### config.mk
export PLATFORM = sky130hd
export DESIGN_NAME = bh_ctrl
export DESIGN_NICKNAME = d
export VERILOG_FILES = /design/src/hdl/bh_pkg.sv /design/src/hdl/bh_ctrl.sv
export SDC_FILE = /design/constraint.sdc
export NUM_CORES = 1
export LEC_CHECK = 0
export BUFFER_PORTS_ARGS = -buffer_cell sky130_fd_sc_hd__buf_2
export CORE_AREA = 3 3 40 42
export CTS_BUF_LIST = sky130_fd_sc_hd__clkbuf_4 sky130_fd_sc_hd__clkbuf_8 sky130_fd_sc_hd__clkbuf_16
export DETAILED_ROUTE_END_ITERATION = 8
export DIE_AREA = 0 0 43 45
export PLACE_DENSITY = 0.3
export SLEW_MARGIN = 10
export SYNTH_ARGS = -nofsm -noshare
export SYNTH_HDL_FRONTEND = slang
export SYNTH_SLANG_ARGS = --single-unit
### constraint.sdc
create_clock -name clk_i -period 0.99 [get_ports clk_i]
set_clock_uncertainty 0.1 [all_clocks]
set_input_delay 0.198 -clock clk_i [delete_from_list [all_inputs] [get_ports clk_i]]
set_output_delay 0.198 -clock clk_i [all_outputs]
set_load 0.02 [all_outputs]
### src/hdl/bh_pkg.sv
// ----------------------------------------------------------------------------
// bh_pkg: shared definitions of the byte histogram
// Bin geometry, field widths, command codes and the command and status
// bundles that join the controller to the datapath.
// ----------------------------------------------------------------------------
package bh_pkg;

  localparam int NUM_BINS    = 256;
  localparam int COUNT_WIDTH = 32;
  localparam int BIN_IDX_W   = (NUM_BINS > 1) ? $clog2(NUM_BINS) : 1;

  localparam int CMD_W   = 2;
  localparam int BYTE_W  = 8;
  localparam int OUT_CNT_W = 32;

  typedef enum logic [CMD_W-1:0] {
    CMD_CLEAR = 2'd0,
    CMD_COUNT = 2'd1,
    CMD_READ  = 2'd2
  } cmd_e;

  // Commands from the controller to the datapath.
  typedef struct packed {
    logic capture;    // latch the accepted item and start the bin read
    logic clear_all;  // drop every bin back to zero
    logic bin_write;  // write the incremented count back
    logic out_load;   // move the bin count into the output register
  } ctl_t;

  // Status from the datapath to the controller.
  typedef struct packed {
    logic [CMD_W-1:0] cmd;  // command of the item in progress
    logic             out_free;
  } stat_t;

endpackage

### src/hdl/bh_ctrl.sv
// ----------------------------------------------------------------------------
// bh_ctrl: sequencer of the byte histogram
// Accepts one item at a time and steps the datapath through the bin read,
// the write back of a count, or the hand-off of a read result.
// ----------------------------------------------------------------------------
module bh_ctrl (
  input  logic                     clk_i,
  input  logic                     rst_ni,
  input  logic                     in_valid_i,
  input  logic [bh_pkg::CMD_W-1:0] in_cmd_i,
  output logic                     in_ready_o,
  input  bh_pkg::stat_t            stat_i,
  output bh_pkg::ctl_t             ctl_o
);
  import bh_pkg::*;

  typedef enum logic {
    ST_IDLE,
    ST_EXEC
  } state_e;

  state_e state_q, state_d;
  logic   accept;

  assign in_ready_o = (state_q == ST_IDLE);
  assign accept     = in_valid_i && in_ready_o;

  always_comb begin
    state_d           = state_q;
    ctl_o             = '0;
    case (state_q)
      ST_IDLE: begin
        if (accept) begin
          ctl_o.capture = 1'b1;
          case (cmd_e'(in_cmd_i))
            CMD_CLEAR: ctl_o.clear_all = 1'b1;
            CMD_COUNT: state_d = ST_EXEC;
            CMD_READ:  state_d = ST_EXEC;
            default:   state_d = ST_IDLE;
          endcase
        end
      end
      ST_EXEC: begin
        case (cmd_e'(stat_i.cmd))
          CMD_COUNT: begin
            ctl_o.bin_write = 1'b1;
            state_d         = ST_IDLE;
          end
          CMD_READ: begin
            // Wait here while an earlier result still sits unclaimed.
            if (stat_i.out_free) begin
              ctl_o.out_load = 1'b1;
              state_d        = ST_IDLE;
            end
          end
          default: state_d = ST_IDLE;
        endcase
      end
      default: state_d = ST_IDLE;
    endcase
  end

  always_ff @(posedge clk_i or negedge rst_ni) begin
    if (!rst_ni) begin
      state_q <= ST_IDLE;
    end else begin
      state_q <= state_d;
    end
  end

endmodule

==> results of run 1 <==
[placed cells by master (no fill, tap or decap), drive strengths merged]
cell type and count:
ha 1, inv 3, buf 14, and4b 1, and2 1, nor3b 1, nor2b 1, dfrtp 1
dlygate4sd3 1, and4bb 1, a31o 1
[critical path: stages, from the launching register on]
cell,delay [ns]
dfrtp_2,0.41
nor2b_4,0.12
and2_4,0.14
buf_6,0.10
[worst paths after layout]
| path | from | endpoint | slack [ns] | depth (start not counted) |
|---|---|---|---|---|
| setup / recovery | state_q | ctl_o[2] | -0.09 | 3 |
| hold / removal | rst_ni | state_q | 0.41 | 2 |
| setup reg to reg | state_q | state_q | -0.03 | 2 |
| hold reg to reg | state_q | state_q | 0.63 | 2 |
| max in group asynchronous | rst_ni | state_q | 0.28 | 2 |
| min in group clk_i | in_valid_i | state_q | 0.46 | 3 |
[cell type report]
cell class,instances,area share
inverters,3,0.0443
multi-input cells,7,0.335
well taps,15,0.0739
repair buffers,15,0.443
flip-flops and latches,1,0.103
[per-layer routing]
metal	vias up	share of wire	routed length (um)	global-route usage
met5	-	0	0	0
met3	0	0.13	40	0.00797
li1	69	-	-	-
met2	8	0.41	130	0.0509
met1	53	0.46	146	0.0480
met4	0	0	0	0
[power by group]
group | total, mW | switching [mW] | internal, mW
logic | 0.0994 | 0.0423 | 0.0571
clock network | 0 | 0 | 0
registers | 0.0527 | 0.00624 | 0.0465
[kinds of logic after synthesis]
logic type,synth area share
adders and majority gates,0.125
AOI/OAI and AO/OA,0.0875
buffers and inverters,0.112
DFF,0.250
and+or+nand+nor,0.425
[stage by stage]
| stage | setup WS [ns] | instance area [um2] | TNS (ns) |
|---|---|---|---|
| after floorplan | -0.115 | 121 | -0.245 |
| after global routing | -0.118 | 254 | -0.453 |
| final | -0.0863 | 254 | -0.288 |
| after CTS | -0.110 | 249 | -0.389 |
| after detailed placement | -0.156 | 215 | -0.545 |
| after global placement | -0.134 | 215 | -0.489 |
[repair_timing]
| action | CTS | global route |
|---|---|---|
| buffers inserted | 0 | 0 |
| hold buffers | 1 | 0 |
| endpoints found under the setup margin | 6 | 6 |
| gates resized for setup | 8 | 2 |
| endpoints found under the hold margin | 1 | 0 |
| pin swaps | 3 | 2 |
==> key figures, run 1 <==
Timing
  – Worst Max-Slew Pin Slew: 0.143 ns
  – RSZ-0062 raised after global routing: yes
  – Pins Over Slew Limit: 0
  – Tmin final: between 1 and 1.5 ns
  – Post-route setup slack: -0.0863 ns
  – Setup violations, final: 5
  – FMAX: approximately 0.93 GHz
  – Hold Violations, Final: 0
  – Period utilization: 1.09
  – Slew headroom: 0.905
  – Hold WS: 0.410 ns

Routing
  – DR vias: 130
  – Drt pass-1 iters: 4
  – Routed vias/inst: 3.17
  – WL/cell: around 7.8 um
  – Total length of routed wires: between 300 and 400 um
  – Number of remaining DRC errors: 0
  – Final ANT Viol Nets: 0
  – Iter 0 DRT Violations: 3

Power and ir drop
  – Total power draw: about 150 uW
  – Max VDD drop: approximately 260 uV
  – Cell Pwr Density: between 500 and 600 mW/mm2
  – Leak: 0.137 nW

Logic synthesis
  – Most used DFF post-synth: dfrtp_1
  – Sequential share of the synthesized area: 0.250
  – Dominant cell type by area after synthesis: dfrtp_1
  – Area fraction of the dominant cell type after synthesis: 0.250
  – Count leader, synth: inv_1
  – Synthesized area: 100 um2
  – Post-Syn Area per Cell: 9.10 um2
  – #FFs+latches synth: 1
  – Post-synth EDFFs: 0
  – Gate Count Post-Synth: 11
  – Synth area leaders: dfrtp_1, and4bb_1, ha_1
  – Number of distinct library cells after synthesis: 9
  – Async S/R FF share, synth: 1.00
  – Yosys warns: 0
  – Syn Nets: 20

Setup path
  – Critical path endpoint category: output port
  – Crit path max fanout: 4
  – CP Data Required Time: just under 0.7 ns
  – Critical path data arrival time: 0.78 ns
  – CP Class: flop to output port
  – Startpoint class of the critical path: flop

Finish
  – FF+latch area: 26.3 um2
  – Multi-input gate area: 85.1 um2
  – Final Util: 0.198
  – FILL cells: approximately 150
  – Share of layout cells above drive strength 1: 0.731
  – Diodes inserted: 0
  – Top flop regs: state_q (1)
  – Top reg by flops: state_q
  – Nets: 37
  – Final std cells w/o fill: 41
  – Area grow syn2layout: 154%
  – Largest register FFs: 1

GRT
  – Initial antenna violation count: 0
  – Vias in the first global route: approximately 120
  – Total grt overflow: 0
  – Global-route wire length before repair: 517 um
  – Largest net degree at the start of global routing: 5
  – Gr usage total: 0.0324

Die
  – Top-Level Pins: 13
  – Cell row count: 13
  – Die W: 43 um
  – Die area: 0.00194 mm2
  – Core ar.: 0.00128 mm2
  – Die Y: 45 um
  – Initial Utilization: 0.0779

Placement
  – Inst Count DP: 40
  – Routability Congestion: 0.624
  – Port bufs: 12
  – Post-DP HPWL: 306 um

Outcome
  – Status: finished, violations left
  – Violated checks: setup timing

Clocking
  – Worst-Skew Late Latency: 0 ns
  – Reg clk slew, reported paths: 0 ns

Job
  – Max Cap Viol: 0

Hold path
  – Hold WC Path Type: primary input to asynchronous set/reset pin
Power figures use the tool's default switching activity.
==> inputs of run 2 (changes only) <==
--- a/config.mk
+++ b/config.mk
@@ -10,7 +10,8 @@
 export CTS_BUF_LIST = sky130_fd_sc_hd__clkbuf_4 sky130_fd_sc_hd__clkbuf_8 sky130_fd_sc_hd__clkbuf_16
 export DETAILED_ROUTE_END_ITERATION = 8
 export DIE_AREA = 0 0 43 45
-export PLACE_DENSITY = 0.3
+export GPL_ROUTABILITY_DRIVEN = 0
+export PLACE_DENSITY = 0.37
 export SLEW_MARGIN = 10
 export SYNTH_ARGS = -nofsm -noshare
 export SYNTH_HDL_FRONTEND = slang
==> key figures, run 2 (same netlist as run 1, synthesis figures left out) <==
Finish
  – Area grow syn2layout: 152%
  – Commonest cells after routing, fill and taps aside: buf_2, buf_6, buf_4, inv_1
  – Top reg by flops: state_q
  – Share of layout cells above drive strength 1: 0.692
  – Diodes inserted: 0
  – Top flop regs: state_q (1)
  – FILL cells: 155
  – Final Util: 0.197
  – Most common cell after layout, fill and taps aside: buf_2
  – Largest register FFs: 1
  – Nets: 37

Routing
  – Final ANT Viol Nets: 0
  – Total length of routed wires: ~360 um
  – Iter 0 DRT Violations: 0
  – WL/cell: slightly below 9 um
  – DR vias: 135
  – Routed vias/inst: 3.29
  – Number of remaining DRC errors: 0
  – Drt pass-1 iters: 1

Timing
  – Post-route setup slack: -0.0979 ns
  – Tmin final: about 1.1 ns
  – FMAX: 0.919 GHz
  – RSZ-0062 raised after global routing: yes
  – Slew headroom: 0.888
  – Hold Violations, Final: 0
  – Pins Over Slew Limit: 0
  – Setup violations, final: 5
  – Worst Max-Slew Pin Slew: 0.168 ns
  – Period utilization: 1.10

Setup path
  – Critical path data arrival time: slightly below 0.8 ns
  – CP top delay family: flip-flops
  – R2r endpoint: state_q
  – WP buf/inv: 1
  – CP Class: flop to output port
  – Crit path max fanout: 4
  – FF-to-FF path depth: 2
  – Critical path endpoint category: output port
  – CP Data Required Time: 0.69 ns
  – Worst Setup SP: state_q
  – Startpoint class of the critical path: flop
  – Worst-path cell chain: nor2b_4, and2_4, buf_6
  – CP max-delay cell: dfrtp_1
  – Critical Path Max Stage Delay: 0.40 ns
  – Flop-to-flop setup slack: -0.04 ns
  – CP Depth: 3
  – Reg2reg start: state_q
  – Crit path to: ctl_o[2]

Die
  – Die area: 0.00194 mm2
  – Core ar.: 0.00128 mm2
  – Die Y: 45 um
  – Die W: 43 um
  – Initial Utilization: 0.0779
  – Top-Level Pins: 13
  – Cell row count: 13

GRT
  – Initial antenna violation count: 0
  – Largest net degree at the start of global routing: 5
  – Vias in the first global route: 145
  – Gr usage total: 0.0416
  – Total grt overflow: 0
  – Global-route wire length before repair: 614 um

Clocking
  – Post-CTS Setup Repair Bufs: 0
  – Reg clk slew, reported paths: 0 ns
  – Worst-Skew Late Latency: 0 ns

Outcome
  – Status: finished, violations left
  – Violated checks: setup timing

Hold path
  – Hold WC Path Type: primary input to asynchronous set/reset pin

Placement
  – Post-DP HPWL: 348 um
  – Port bufs: 12

Power and ir drop
  – Switching Fraction: 0.328
  – Sequential group share of total power: 0.336
  – Internal Pwr Total: just over 100 uW
  – Total power draw: 153 uW
  – Max VDD drop: roughly 240 uV
  – Leak: 0.139 nW
  – Clk pwr share: 0
  – Switching pwr: approximately 50 uW
  – Cell Pwr Density: 605 mW/mm2
  – Combinational power share: 0.664

Job
  – Max Cap Viol: 0
-- run 2: cell counts in the layout (fill, tap and decap cells not counted) --
Identical to the previous run, type by type.
-- run 2: power groups by stage --
stage / registers (mW) / logic [mW] / clock network [mW]
final: 0.0514 / 0.101 / 0
after floorplan: 0.0510 / 0.0443 / 0
after CTS: 0.0514 / 0.101 / 0
after detailed placement: 0.0514 / 0.0861 / 0
after global routing: 0.0519 / 0.112 / 0
after global placement: 0.0516 / 0.0852 / 0
-- run 2: layout make-up --
type                            instances  area, um2  area share
Tap cell                               15       18.8      0.0743
Multi-Input combinational cell          7       85.1       0.337
Sequential cell                         1       25.0      0.0990
Timing Repair Buffer                   15        113       0.446
Inverter                                3       11.3      0.0446
-- run 2: repair_timing --
action                     CTS  global route
hold buffers                 1             0
setup endpoints to repair    6             6
pin swaps                    4             0
resized for setup            8             1
hold endpoints to repair     1             0
cloned                       0             0
-- run 2: how the worst min path moves through the flow --
stage,start,to,slack (ns),cells past startpoint
5_1_grt,rst_ni,state_q,0.43,2
2_1_floorplan,rst_ni,state_q,-0.20,0
3_3_place_gp,rst_ni,state_q,-0.12,1
3_5_place_dp,rst_ni,state_q,-0.12,1
6_report,rst_ni,state_q,0.42,2
4_1_cts,rst_ni,state_q,0.42,2
-- run 2: stage by stage --
stage	TNS [ns]	instances	cell area, um2	hold WS (ns)	worst slack (ns)
after CTS	-0.364	41	250	0.419	-0.0997
after detailed placement	-0.480	40	215	-0.119	-0.139
after floorplan	-0.245	11	121	-0.198	-0.115
after global placement	-0.481	40	215	-0.122	-0.142
final	-0.326	41	253	0.423	-0.0979
after global routing	-0.518	41	253	0.435	-0.130
-- run 2: metal layers --
layer	wire (um)	part of all wire	vias to the layer above	GRT usage
met1	176	0.49	55	0.0576
met5	0	0	-	0
met3	75	0.21	0	0.0239
met4	0	0	0	0
met2	110	0.30	11	0.0599
li1	-	-	69	-
==> inputs of run 3 (changes only) <==
--- a/config.mk
+++ b/config.mk
@@ -6,10 +6,10 @@
 export NUM_CORES = 1
 export LEC_CHECK = 0
 export BUFFER_PORTS_ARGS = -buffer_cell sky130_fd_sc_hd__buf_2
-export CORE_AREA = 3 3 40 42
+export CORE_AREA = 8 8 45 47
 export CTS_BUF_LIST = sky130_fd_sc_hd__clkbuf_4 sky130_fd_sc_hd__clkbuf_8 sky130_fd_sc_hd__clkbuf_16
 export DETAILED_ROUTE_END_ITERATION = 8
-export DIE_AREA = 0 0 43 45
+export DIE_AREA = 0 0 53 55
 export GPL_ROUTABILITY_DRIVEN = 0
 export PLACE_DENSITY = 0.37
 export SLEW_MARGIN = 10
==> key figures, run 3 (same netlist as run 1, synthesis figures left out) <==
Outcome
  – Status: finished, violations left
  – Violated checks: setup timing

Die
  – Die area: 0.00292 mm2
  – Initial Utilization: 0.0723
  – Die Y: 55 um
  – Top-Level Pins: 13
  – Die W: between 50 and 60 um
  – Core ar.: around 0.0014 mm2
  – Cell row count: 14

Timing
  – Pins Over Slew Limit: 0
  – FMAX: 0.928 GHz
  – Setup violations, final: 6
  – Worst Max-Slew Pin Slew: 0.140 ns
  – Hold Violations, Final: 0
  – Slew headroom: 0.907
  – Tmin final: 1.08 ns
  – Post-route setup slack: -0.0878 ns
  – RSZ-0062 raised after global routing: yes
  – Hold WS: 0.430 ns
  – Setup tns final: -0.350 ns
  – Period utilization: 1.09

Routing
  – Iter 0 DRT Violations: 0
  – Top Metal Used: met3
  – Routed vias/inst: 3.21
  – Total length of routed wires: 486 um
  – WL/cell: 11.3 um
  – Drt pass-1 iters: 1
  – Met3 WL post-DR: 167 um
  – M1 wire length: 193 um
  – Number of remaining DRC errors: 0
  – Final ANT Viol Nets: 0
  – Metal2 WL: 125 um
  – DR vias: between 100 and 150

Setup path
  – Worst-path cell chain: nor2b_4, and2_4, buf_6
  – CP max-delay cell: dfrtp_2
  – Startpoint class of the critical path: flop
  – CP Data Required Time: 0.69 ns
  – Crit path max fanout: 4
  – Critical path data arrival time: 0.78 ns
  – CP Class: flop to output port
  – Critical path endpoint category: output port
  – Critical Path Max Stage Delay: 0.41 ns

Finish
  – Top flop regs: state_q (1)
  – Largest register FFs: 1
  – Area grow syn2layout: 182%
  – Commonest cells after routing, fill and taps aside: buf_2, buf_6, inv_2, buf_4
  – Share of layout cells above drive strength 1: 0.815
  – Nets: 38
  – Diodes inserted: 0
  – Design Area, Final: 283 um2
  – Top reg by flops: state_q
  – Final std cells w/o fill: 43
  – Most common cell after layout, fill and taps aside: buf_2

Power and ir drop
  – Max VDD drop: 298 uV
  – Switching Fraction: 0.330
  – Leak: 0.144 nW
  – Cell Pwr Density: approximately 600 mW/mm2
  – Combinational power share: 0.694
  – Sequential group share of total power: 0.306
  – Switching pwr: approximately 57 uW
  – Clk pwr share: 0
  – Internal Pwr Total: roughly 110 uW

GRT
  – Gr usage total: 0.0322
  – Vias in the first global route: 166
  – Largest net degree at the start of global routing: 5
  – Total grt overflow: 0
  – Initial antenna violation count: 0
  – Global-route wire length before repair: between 700 and 800 um

Clocking
  – Reg clk slew, reported paths: 0 ns
  – Worst-Skew Late Latency: 0 ns

Placement
  – Port bufs: 12
  – Inst Count DP: 41
  – Dpl cell area: about 220 um2

Job
  – Max Cap Viol: 0

Hold path
  – Hold WC Path Type: primary input to asynchronous set/reset pin
## run 3: cell types whose count changed in the layout (fill, tap and decap cells not counted), sizes merged
cell / change
buf: +1
## run 3: per-layer routing
metal	vias up	GRT usage
met1	55	0.0439
met5	-	0
met4	0	0
li1	70	-
met2	13	0.0313
met3	0	0.0374
## run 3: path summary, 6_finish.rpt
kind,slack (ns),cells past startpoint,start,to
hold reg to reg,0.58,2,state_q,state_q
max in group asynchronous,0.26,2,rst_ni,state_q
min in group clk_i,0.44,3,in_valid_i,state_q
setup reg to reg,-0.03,2,state_q,state_q
setup / recovery,-0.09,3,state_q,ctl_o[2]
hold / removal,0.43,2,rst_ni,state_q
## run 3: stage by stage
step            util  power [mW]  worst slack (ns)
5_1_grt        0.204       0.182            -0.124
3_5_place_dp   0.156       0.139            -0.157
2_1_floorplan      -      0.0953            -0.115
3_3_place_gp   0.156       0.136            -0.145
6_report       0.204       0.172           -0.0878
4_1_cts        0.193       0.161            -0.116
## run 3: power by group through the flow
stage / logic, mW / clock network, mW / registers, mW
floorplan: 0.0443 / 0 / 0.0510
global placement: 0.0848 / 0 / 0.0512
detailed placement: 0.0875 / 0 / 0.0517
CTS: 0.109 / 0 / 0.0517
global route: 0.127 / 0 / 0.0543
finish: 0.119 / 0 / 0.0526
## run 3: final cells by class
type | count | area [um2]
Fill cell | 161 | 1100
Inverter | 3 | 11.3
Multi-Input combinational cell | 7 | 97.6
Sequential cell | 1 | 26.3
Tap cell | 16 | 20.0
Timing Repair Buffer | 16 | 128
## run 3: critical path, delay by kind of cell (launching register included)
kind,cells,cell delay (ns)
flops,1,0.41
simple gates,2,0.26
buf+inv,1,0.11
## run 3: what timing repair did
action / in CTS / in global routing
resized for setup: 11 / 3
pin swaps: 5 / 1
hold buffers: 1 / 0
endpoints found under the hold margin: 1 / 0
setup endpoints to repair: 6 / 6
buffers inserted: 0 / 1
